File: config.mk
export PLATFORM = sky130hd
export DESIGN_NAME = hdma_ctrl
export DESIGN_NICKNAME = d
export VERILOG_FILES = /design/src/rtl/core/hdma_pkg.sv /design/src/rtl/core/hdma_ctrl.sv
export SDC_FILE = /design/constraint.sdc
export NUM_CORES = 1
export LEC_CHECK = 0
export BUFFER_PORTS_ARGS = -buffer_cell sky130_fd_sc_hd__buf_2
export CAP_MARGIN = 20
export CORE_MARGIN = 5
export CORE_UTILIZATION = 37
export DETAILED_ROUTE_END_ITERATION = 10
export GPL_TIMING_DRIVEN = 0
export PLACE_DENSITY = 0.74
export SLEW_MARGIN = 20
export SYNTH_ARGS = -nofsm -noshare
export SYNTH_HDL_FRONTEND = slang
export SYNTH_SLANG_ARGS = --single-unit
File: constraint.sdc
create_clock -name clk -period 1.7 [get_ports clk]
set_clock_uncertainty 0.2 [all_clocks]
set_input_delay 0.085 -clock clk [delete_from_list [all_inputs] [get_ports clk]]
set_output_delay 0.085 -clock clk [all_outputs]
set_load 0.01 [all_outputs]
File: src/rtl/core/hdma_pkg.sv
`default_nettype none

package hdma_pkg;

  localparam int unsigned CFG_INDEX_BITS = 2;

  localparam logic [CFG_INDEX_BITS-1:0] CFG_TRANSFER_MODE = 2'd0;
  localparam logic [CFG_INDEX_BITS-1:0] CFG_INDIRECT_MODE = 2'd1;
  localparam logic [CFG_INDEX_BITS-1:0] CFG_REGISTER_BASE = 2'd2;

  localparam logic [1:0] REQ_LOAD  = 2'd0;
  localparam logic [1:0] REQ_START = 2'd1;
  localparam logic [1:0] REQ_LINE  = 2'd2;

  localparam logic [1:0] RD_TABLE = 2'd0;
  localparam logic [1:0] RD_DATA  = 2'd1;
  localparam logic [1:0] RD_FRESH = 2'd2;

  localparam logic [13:0] REG_PAGE = 14'h2100;

  typedef struct packed {
    logic       mem_we;
    logic       start;
    logic       stop;
    logic       rd_en;
    logic [1:0] rd_sel;
    logic       count_load;
    logic       count_dec;
    logic       lo_load;
    logic       out_load;
    logic       out_last;
    logic [1:0] wr_idx;
  } hdma_cmd_t;

  typedef struct packed {
    logic       running;
    logic [7:0] count;
    logic       rdata_zero;
    logic       indirect;
    logic [2:0] mode;
    logic       out_free;
  } hdma_status_t;

  function automatic logic [2:0] write_count(input logic [2:0] mode);
    logic [2:0] n;
    case (mode)
      3'd0:    n = 3'd1;
      3'd1:    n = 3'd2;
      3'd2:    n = 3'd2;
      3'd6:    n = 3'd2;
      default: n = 3'd4;
    endcase
    return n;
  endfunction

  function automatic logic [1:0] reg_offset(input logic [2:0] mode, input logic [1:0] idx);
    logic [1:0] off;
    case (mode)
      3'd1:    off = {1'b0, idx[0]};
      3'd3:    off = {1'b0, idx[1]};
      3'd4:    off = idx;
      3'd5:    off = {1'b0, idx[0]};
      3'd7:    off = {1'b0, idx[1]};
      default: off = 2'd0;
    endcase
    return off;
  endfunction

endpackage

`default_nettype wire

File: src/rtl/core/hdma_ctrl.sv
`default_nettype none

module hdma_ctrl (
  input  wire logic                  clk,
  input  wire logic                  rst,
  input  wire logic                  in_valid,
  output logic                       in_ready,
  input  wire logic [1:0]            req_type,
  input  wire logic                  channel_active,
  input  wire hdma_pkg::hdma_status_t st,
  output hdma_pkg::hdma_cmd_t        cmd
);

  localparam logic [2:0] S_IDLE    = 3'd0;
  localparam logic [2:0] S_CNT     = 3'd1;
  localparam logic [2:0] S_CNT_CHK = 3'd2;
  localparam logic [2:0] S_PLO     = 3'd3;
  localparam logic [2:0] S_PHI     = 3'd4;
  localparam logic [2:0] S_XFER    = 3'd5;
  localparam logic [2:0] S_WR      = 3'd6;

  logic [2:0] state;
  logic [2:0] state_next;
  logic [1:0] idx;
  logic [1:0] idx_next;
  logic [2:0] cnt;
  logic       last;
  logic [1:0] data_sel;

  assign in_ready = (state == S_IDLE);
  assign cnt      = hdma_pkg::write_count(st.mode);
  assign last     = ({1'b0, idx} + 3'd1) == cnt;
  assign data_sel = st.indirect ? hdma_pkg::RD_DATA : hdma_pkg::RD_TABLE;

  always_comb begin
    cmd        = '0;
    cmd.wr_idx = idx;
    state_next = state;
    idx_next   = idx;
    case (state)
      S_IDLE: begin
        if (in_valid) begin
          case (req_type)
            hdma_pkg::REQ_LOAD: begin
              cmd.mem_we = 1'b1;
            end
            hdma_pkg::REQ_START: begin
              if (channel_active) begin
                cmd.start = 1'b1;
              end else begin
                cmd.stop = 1'b1;
              end
            end
            hdma_pkg::REQ_LINE: begin
              if (st.running) begin
                if (st.count[6:0] == 7'd0) begin
                  state_next = S_CNT;
                end else if (st.count[7]) begin
                  state_next = S_XFER;
                end else begin
                  cmd.count_dec = 1'b1;
                end
              end
            end
            default: ;
          endcase
        end
      end
      S_CNT: begin
        cmd.rd_en  = 1'b1;
        cmd.rd_sel = hdma_pkg::RD_TABLE;
        state_next = S_CNT_CHK;
      end
      S_CNT_CHK: begin
        cmd.count_load = 1'b1;
        if (st.rdata_zero) begin
          cmd.stop   = 1'b1;
          state_next = S_IDLE;
        end else begin
          cmd.rd_en  = 1'b1;
          cmd.rd_sel = hdma_pkg::RD_TABLE;
          idx_next   = 2'd0;
          state_next = st.indirect ? S_PLO : S_WR;
        end
      end
      S_PLO: begin
        cmd.lo_load = 1'b1;
        cmd.rd_en   = 1'b1;
        cmd.rd_sel  = hdma_pkg::RD_TABLE;
        state_next  = S_PHI;
      end
      S_PHI: begin
        cmd.rd_en  = 1'b1;
        cmd.rd_sel = hdma_pkg::RD_FRESH;
        idx_next   = 2'd0;
        state_next = S_WR;
      end
      S_XFER: begin
        cmd.rd_en  = 1'b1;
        cmd.rd_sel = data_sel;
        idx_next   = 2'd0;
        state_next = S_WR;
      end
      S_WR: begin
        if (st.out_free) begin
          cmd.out_load = 1'b1;
          cmd.out_last = last;
          if (last) begin
            cmd.count_dec = 1'b1;
            state_next    = S_IDLE;
          end else begin
            cmd.rd_en  = 1'b1;
            cmd.rd_sel = data_sel;
            idx_next   = idx + 2'd1;
          end
        end
      end
      default: begin
        state_next = S_IDLE;
      end
    endcase
  end

  always_ff @(posedge clk) begin
    if (rst) begin
      state <= S_IDLE;
      idx   <= 2'd0;
    end else begin
      state <= state_next;
      idx   <= idx_next;
    end
  end

endmodule

`default_nettype wire

==> summary.md, run 1 <==
| Metric | Value |
|---|---|
| P_sw | 0.402 mW |
| Yosys warning count | 0 |
| Mapped cell area | 557 um^2 |
| Crit start category | flop |
| DRT iter0 DRCs | 14 |
| Worst setup EP type | output pin |
| Top_reg_cell synth | dfxtp_1 |
| Switching portion of total power | 40.9% |
| RSZ-0062 raised after global routing | yes |
| Average wire per standard cell | 13.8 um |
| WP data required | 1410 ps |
| Worst-case clock buffer depth | 2 |
| Largest net degree at the start of global routing | 11 |
| Hold Path Cell Cnt | 3 |
| Rows | 14 |
| Post-route ant nets | 0 |
| Global-route wire length before repair | 2970 um |
| WL final | 1900 um |
| R2r startpoint | idx[0] |
| Core Region | 0.00147 mm^2 |
| Critical-path maximum fanout | 6 |
| Cell internal pwr | 0.581 mW |
| Clock slew at reported path FFs | 40 ps |
| Area Growth Syn to Fin | 64.3% |
| Outcome | finished with violations |
| Worst-margin pin slew | 377 ps |
| WHS Endpoint | state[1] |
| Via count | 786 |
| Worst r2r dst | state[2] |
| Pleak | 0.466 nW |
| Clock latency on the worst-skew pair | 240 ps |
| Unique cell type count in the Yosys netlist | 32 |
| Die Span Y | 48.8 um |
| Synth Register Bits | 5 |
| Max Fclk | 443 MHz |
| Synth async-reset ratio | 0% |
| Comb pwr share | 64.6% |
| Syn Area/Cell | 7.33 um^2 |
| Post-route insts no fill | 138 |
| Fin crit share | 133% |
| Reg2Reg Depth | 7 |
| CTS tree | yes |
| Final worst setup slack | -557 ps |
| Max Slew Vio Count | 0 |
| Sequential power share | 21.4% |
| Die Wd | 48.8 um |
| Clk sinks | 5 |
| Min-Delay Startpoint | st[0] |
| Most frequent cells in the layout | buf_2 (33), nand2_1 (7), buf_4 (7) |
| RD Place Congestion | 0.726 |
| Vias in the first global route | 697 |
| DR pass1 iterations | 4 |
| Clock buffer count from CTS | 3 |
| Worst hold slack | 53.5 ps |
| Share of cells above drive strength 1 | 51.6% |
| Failing checks | setup timing |
| Grt ovf | 0 |
| Setup WS pre-CTS | -355 ps |
| Register area share after synthesis | 18.0% |
| Nets | 145 |
| Total track usage | 15.0% |
| Number of I/O port buffers | 34 |
| Initial antenna violation count | 0 |
| Diode count | 0 |
| Initial Utilization | 37.8% |
| Post-Syn Nets | 98 |
| Slew HR | 74.8% |
| Power per cell area | 1080 mW/mm^2 |
| CP arrival | 1970 ps |
| Commonest non-fill, non-tap cell in the layout | buf_2 |
| Area of the die | 0.00238 mm^2 |
| Dpl hpwl | 1300 um |
| Vias per inst | 5.70 |
| Final setup fails | 8 |
| Peak supply drop | 0.825 mV |
| Hold Crit Class | in2reg |
| Part of the power in the clock network | 14.0% |
| Top Ports | 35 |
| Total of max-cap violations | 0 |
| Root Driver | clkbuf_4 |
| Setup CP Type | reg2out |
| Flop-to-flop setup slack | -320 ps |
| Number of enable flip-flop cells after synthesis | 0 |
| Residual DRC | 0 |
| H-tree level count | 1 |
| Placed cells | 126 |
| Min Tclk post-route | 2260 ps |
| Post-Synthesis Cells | 76 |
| Final Hold Vio Count | 0 |
-- cell type report --
| cell class | count | area [um^2] |
|---|---|---|
| Fill cell | 140 | 557 |
| Buffer | 3 | 17.5 |
| Sequential cell | 5 | 108 |
| Tap cell | 16 | 20.0 |
| Inverter | 1 | 3.75 |
| Multi-Input combinational cell | 66 | 489 |
| Timing Repair Buffer | 43 | 250 |
| Clock buffer | 4 | 26.3 |
-- kinds of logic after synthesis --
| logic type | share of synthesized area (%) |
|---|---|
| buf+inv | 3.37 |
| fa+ha+maj | 2.25 |
| simple gates | 53.0 |
| flops | 18.0 |
| compound gates | 23.4 |
-- routing by layer --
layer	global-route usage (%)	part of all wire, %
met1	17.4	40
met3	5.81	6.9
met4	0.897	0.21
met2	27.0	53
met5	0	0
-- sequential cells by signal, summed over array words and instances, names as in the netlist --
| register | cells |
|---|---|
| state | 3 |
| idx | 2 |
-- synth_stat cells (all sizes together), types with 3 or more instances --
library cell,instances,area (um^2)
clkbuf,4,15.0
nor4,3,18.8
nand4,3,18.8
nor2,4,15.0
o21ai,4,20.0
nor3b,4,30.0
nand2,7,26.3
and3b,5,43.8
nor3,4,20.0
nor2b,5,31.3
dfxtp,5,100
-- per-stage QoR --
step                total power, mW  TNS, ps  util [%]  area [um^2]
finish                        0.984    -3000      62.2          915
global route                   1.05    -3830      62.2          915
CTS                           0.940    -2470      61.2          901
detailed placement            0.709    -1630      53.1          781
global placement              0.705    -1360      53.1          781
floorplan                     0.548     -322         -          591
-- worst max-delay path by stage --
stage / startpoint / slack (ps) / to
after floorplan: idx[0] / -140 / cmd[9]
after global placement: idx[0] / -330 / cmd[9]
after detailed placement: idx[0] / -360 / cmd[9]
after CTS: idx[0] / -520 / cmd[9]
after global routing: idx[0] / -660 / cmd[9]
final: idx[1] / -560 / cmd[9]
-- power by group through the flow --
| stage | clock network, mW | registers (mW) | logic [mW] |
|---|---|---|---|
| after floorplan | 0 | 0.173 | 0.374 |
| after global placement | 0 | 0.182 | 0.523 |
| after detailed placement | 0 | 0.181 | 0.528 |
| after CTS | 0.141 | 0.201 | 0.598 |
| after global routing | 0.148 | 0.218 | 0.686 |
| final | 0.138 | 0.210 | 0.636 |
-- worst max-delay path, cell delays in order (launching register included) --
cell and delay (ps):
dfxtp_2 330, ha_4 260, and3b_1 210, o211ai_1 180
and4b_1 260, or3_4 360, buf_6 130
-- repair_timing --
item | 4_1_cts | 5_1_grt
hold buffers | 1 | 0
pin swaps | 8 | 1
endpoints found under the setup margin | 14 | 11
buffers inserted | 7 | 2
gates resized for setup | 11 | 3
hold endpoints to repair | 3 | 0
No activity file was read; power rests on OpenSTA's default activity.
==> inputs of run 2 (changes only) <==
--- a/config.mk
+++ b/config.mk
@@ -5,10 +5,11 @@
 export SDC_FILE = /design/constraint.sdc
 export NUM_CORES = 1
 export LEC_CHECK = 0
+export ABC_AREA = 1
 export BUFFER_PORTS_ARGS = -buffer_cell sky130_fd_sc_hd__buf_2
 export CAP_MARGIN = 20
 export CORE_MARGIN = 5
-export CORE_UTILIZATION = 37
+export CORE_UTILIZATION = 38
 export DETAILED_ROUTE_END_ITERATION = 10
 export GPL_TIMING_DRIVEN = 0
 export PLACE_DENSITY = 0.74
==> summary.md, run 2 <==
| Metric | Value |
|---|---|
| Outcome | finished with violations (unchanged) |
| Failing checks | setup timing (unchanged) |
| Max Slew Vio Count | 0 (unchanged) |
| Initial Utilization | 39.9% (was 37.8%) |
| Top flop regs | state: 3 flops, idx: 2 flops (unchanged) |
| Commonest non-fill, non-tap cell in the layout | buf_2 (unchanged) |
| Vias per inst | 4.80 (was 5.70) |
| Area of the die | 0.00245 mm^2 (was 0.00238 mm^2) |
| Number of I/O port buffers | 34 (unchanged) |
| Worst-margin pin slew | 244 ps (was 377 ps) |
| Critical path's slowest cell | dfxtp_4 (was or3_4) |
| Final setup fails | 3 (was 8) |
| Crit start category | flop (unchanged) |
| Residual DRC | 0 (unchanged) |
| Worst hold slack | 78.1 ps (was 53.5 ps) |
| Final core occ | 60.1% (was 62.2%) |
| Setup TNS | -24.8 ps (was -3000 ps) |
| Mapped cell area | 594 um^2 (was 557 um^2) |
| Vias in the first global route | 729 (was 697) |
| CTS tree | yes (unchanged) |
| Syn Area/Cell | 5.35 um^2 (was 7.33 um^2) |
| Share of cells above drive strength 1 | 43.5% (was 51.6%) |
| Worst-case clock buffer depth | 2 (unchanged) |
| Placed inst area | 785 um^2 (was 781 um^2) |
| Critical Path Max Stage Delay | 350 ps (was 360 ps) |
| Setup CP Type | reg2out (unchanged) |
| Critical-path maximum fanout | 3 (was 6) |
| Synth Register Bits | 5 (unchanged) |
| DR pass1 iterations | 4 (unchanged) |
| Grt ovf | 0 (unchanged) |
| Final Hold Vio Count | 0 (unchanged) |
| Post-synth top cells | nand2_1 (27), inv_1 (21), nor2_1 (17), nand3_1 (9) (was nand2_1 (7), and3b_1 (5), dfxtp_1 (5), nor2b_1 (5)) |
| WL final | 1690 um (was 1900 um) |
| Slew HR | 83.6% (was 74.8%) |
| Most frequent cells in the layout | buf_2 (34), nand2_1 (24), inv_1 (19) (was buf_2 (33), nand2_1 (7), buf_4 (7)) |
| Nets | 177 (was 145) |
| Setup WS pre-CTS | 21.5 ps (was -355 ps) |
| Total power | 1.05 mW (was 0.984 mW) |
| Most used cell, CP | nand2_2 |
| Die Wd | 49.5 um (was 48.8 um) |
| Synth area leaders | nand2_1 (17%), dfxtp_1 (17%), inv_1 (13%), nor2_1 (11%), nand3_1 (7.6%) (was dfxtp_1 (18%), and3b_1 (7.9%), nor2b_1 (5.6%), nor3b_1 (5.4%), nand2_1 (4.7%)) |
| Synth async-reset ratio | 0% (unchanged) |
| Max reg flops | 3 (unchanged) |
| Clock latency on the worst-skew pair | 240 ps (about the same) |
| Register area share after synthesis | 16.8% (was 18.0%) |
| Top Ports | 35 (unchanged) |
| Clk sinks | 5 (unchanged) |
| Flop-to-flop setup slack | 120 ps (was -320 ps) |
| Hold Crit Class | in2reg (unchanged) |
| Root Driver | clkbuf_4 (unchanged) |
| Global-route wire length before repair | 2650 um (was 2970 um) |
| Peak supply drop | 0.890 mV (was 0.825 mV) |
| Reg area | 105 um^2 (was 108 um^2) |
| Cell chain of the critical path | ha_4 -> nand3b_1 -> nand2_2 -> nor2_4 -> nand2_2 -> nand2_2 -> a21boi_2 -> buf_2 (was ha_4 -> and3b_1 -> o211ai_1 -> and4b_1 -> or3_4 -> buf_6) |
| Post-route insts no fill | 170 (was 138) |
| Area Growth Syn to Fin | 50.5% (was 64.3%) |
| Unique cell type count in the Yosys netlist | 21 (was 32) |
| Total track usage | 13.3% (was 15.0%) |
| Number of enable flip-flop cells after synthesis | 0 (unchanged) |
| Yosys top cell area share | 17.1% (was 18.0%) |
| Total of max-cap violations | 0 (unchanged) |
| Max Fclk | 583 MHz (was 443 MHz) |
| Worst setup EP type | output pin (unchanged) |
| Core Region | 0.00149 mm^2 (was 0.00147 mm^2) |
| RD Place Congestion | 0.873 (was 0.726) |
| Top-count cell post-synth | nand2_1 (unchanged) |
| Post-Syn Nets | 133 (was 98) |
| Placed cells | 161 (was 126) |
| Crit path buffers/inverters | 1 (unchanged) |
| Delay-heaviest family, CP | simple AND/OR/NAND/NOR gates (unchanged) |
| Power per cell area | 1170 mW/mm^2 (was 1080 mW/mm^2) |
| Initial antenna violation count | 0 (unchanged) |
| Fill cells | 162 (was 140) |
| WP data required | 1410 ps (about the same) |
| Top_reg_cell synth | dfxtp_1 (unchanged) |
| H-tree level count | 1 (unchanged) |
| RSZ-0062 raised after global routing | yes (unchanged) |
| Via count | 816 (was 786) |
| Final worst setup slack | -15.8 ps (was -557 ps) |
| Post-route ant nets | 0 (unchanged) |
| Pleak | 0.523 nW (was 0.466 nW) |
| Final design instance area without fill | 895 um^2 (was 915 um^2) |
| Diode count | 0 (unchanged) |
| Clock slew at reported path FFs | 40 ps (about the same) |
| Post-Synthesis Cells | 111 (was 76) |
| Fin crit share | 101% (was 133%) |
| Largest net degree at the start of global routing | 7 (was 11) |
| CP arrival | 1430 ps (was 1970 ps) |
| Area of the multi-input gates | 430 um^2 (was 489 um^2) |
| Average wire per standard cell | 9.92 um (was 13.8 um) |
| Min Tclk post-route | 1720 ps (was 2260 ps) |
| Dpl hpwl | 1380 um (was 1300 um) |
| Yosys top cell by area | nand2_1 (was dfxtp_1) |
| Yosys warning count | 0 (unchanged) |
| Rows | 14 (unchanged) |
| Largest Register | state (unchanged) |
| DRT iter0 DRCs | 12 (was 14) |
| Die Span Y | 49.5 um (was 48.8 um) |
| Clock buffer count from CTS | 3 (unchanged) |
==> run 2: layer usage <==
metal	vias up	wire, um	global-route usage, %
met1	363	698	12.8
met5	-	0	0
met4	0	5	3.06
met3	2	110	4.82
li1	427	-	-
met2	24	873	25.8
==> run 2: layout make-up <==
cell class / instances / share of cell area (%)
multi-input cells: 80 / 48.1
repair buffers: 39 / 23.8
flip-flops and latches: 5 / 11.7
inverters: 26 / 11.2
clock buffers: 4 / 2.94
well taps: 16 / 2.24
==> run 2: what timing repair did <==
action                                  4_1_cts  5_1_grt
pin swaps                                     5        3
resized for setup                            10        5
hold endpoints to repair                      5        0
setup buffers                                 2        1
hold buffers                                  2        0
endpoints found under the setup margin        4        7
==> run 2: kinds of logic after synthesis <==
kind of cell,Yosys count,synth area share [%]
and+or+nand+nor,68,53.5
buffers and inverters,26,16.8
AOI/OAI and AO/OA,11,10.7
DFF,5,16.8
adders and majority gates,1,2.10
==> run 2: final timing paths <==
| path | start | end | depth (start not counted) |
|---|---|---|---|
| worst max-delay path | idx[0] | cmd[7] | 8 |
| worst min-delay path | st[5] | state[0] | 4 |
| worst max register to register | idx[0] | state[1] | 11 |
| worst min register to register | idx[0] | idx[0] | 3 |
==> run 2: worst reg2reg max path: stages (launching register included) <==
cell	delay (ps)
dfxtp_4	350
ha_4	270
inv_2	40
nand3_2	50
nand2_2	50
inv_2	60
nand2_2	50
buf_4	130
nand2_2	70
nand2_1	60
o21ai_1	110
inv_1	40
==> run 2: power breakdown <==
group	internal, mW	switching [mW]	total [mW]
clock network	0.0885	0.0455	0.134
logic	0.267	0.448	0.716
registers	0.154	0.0466	0.201
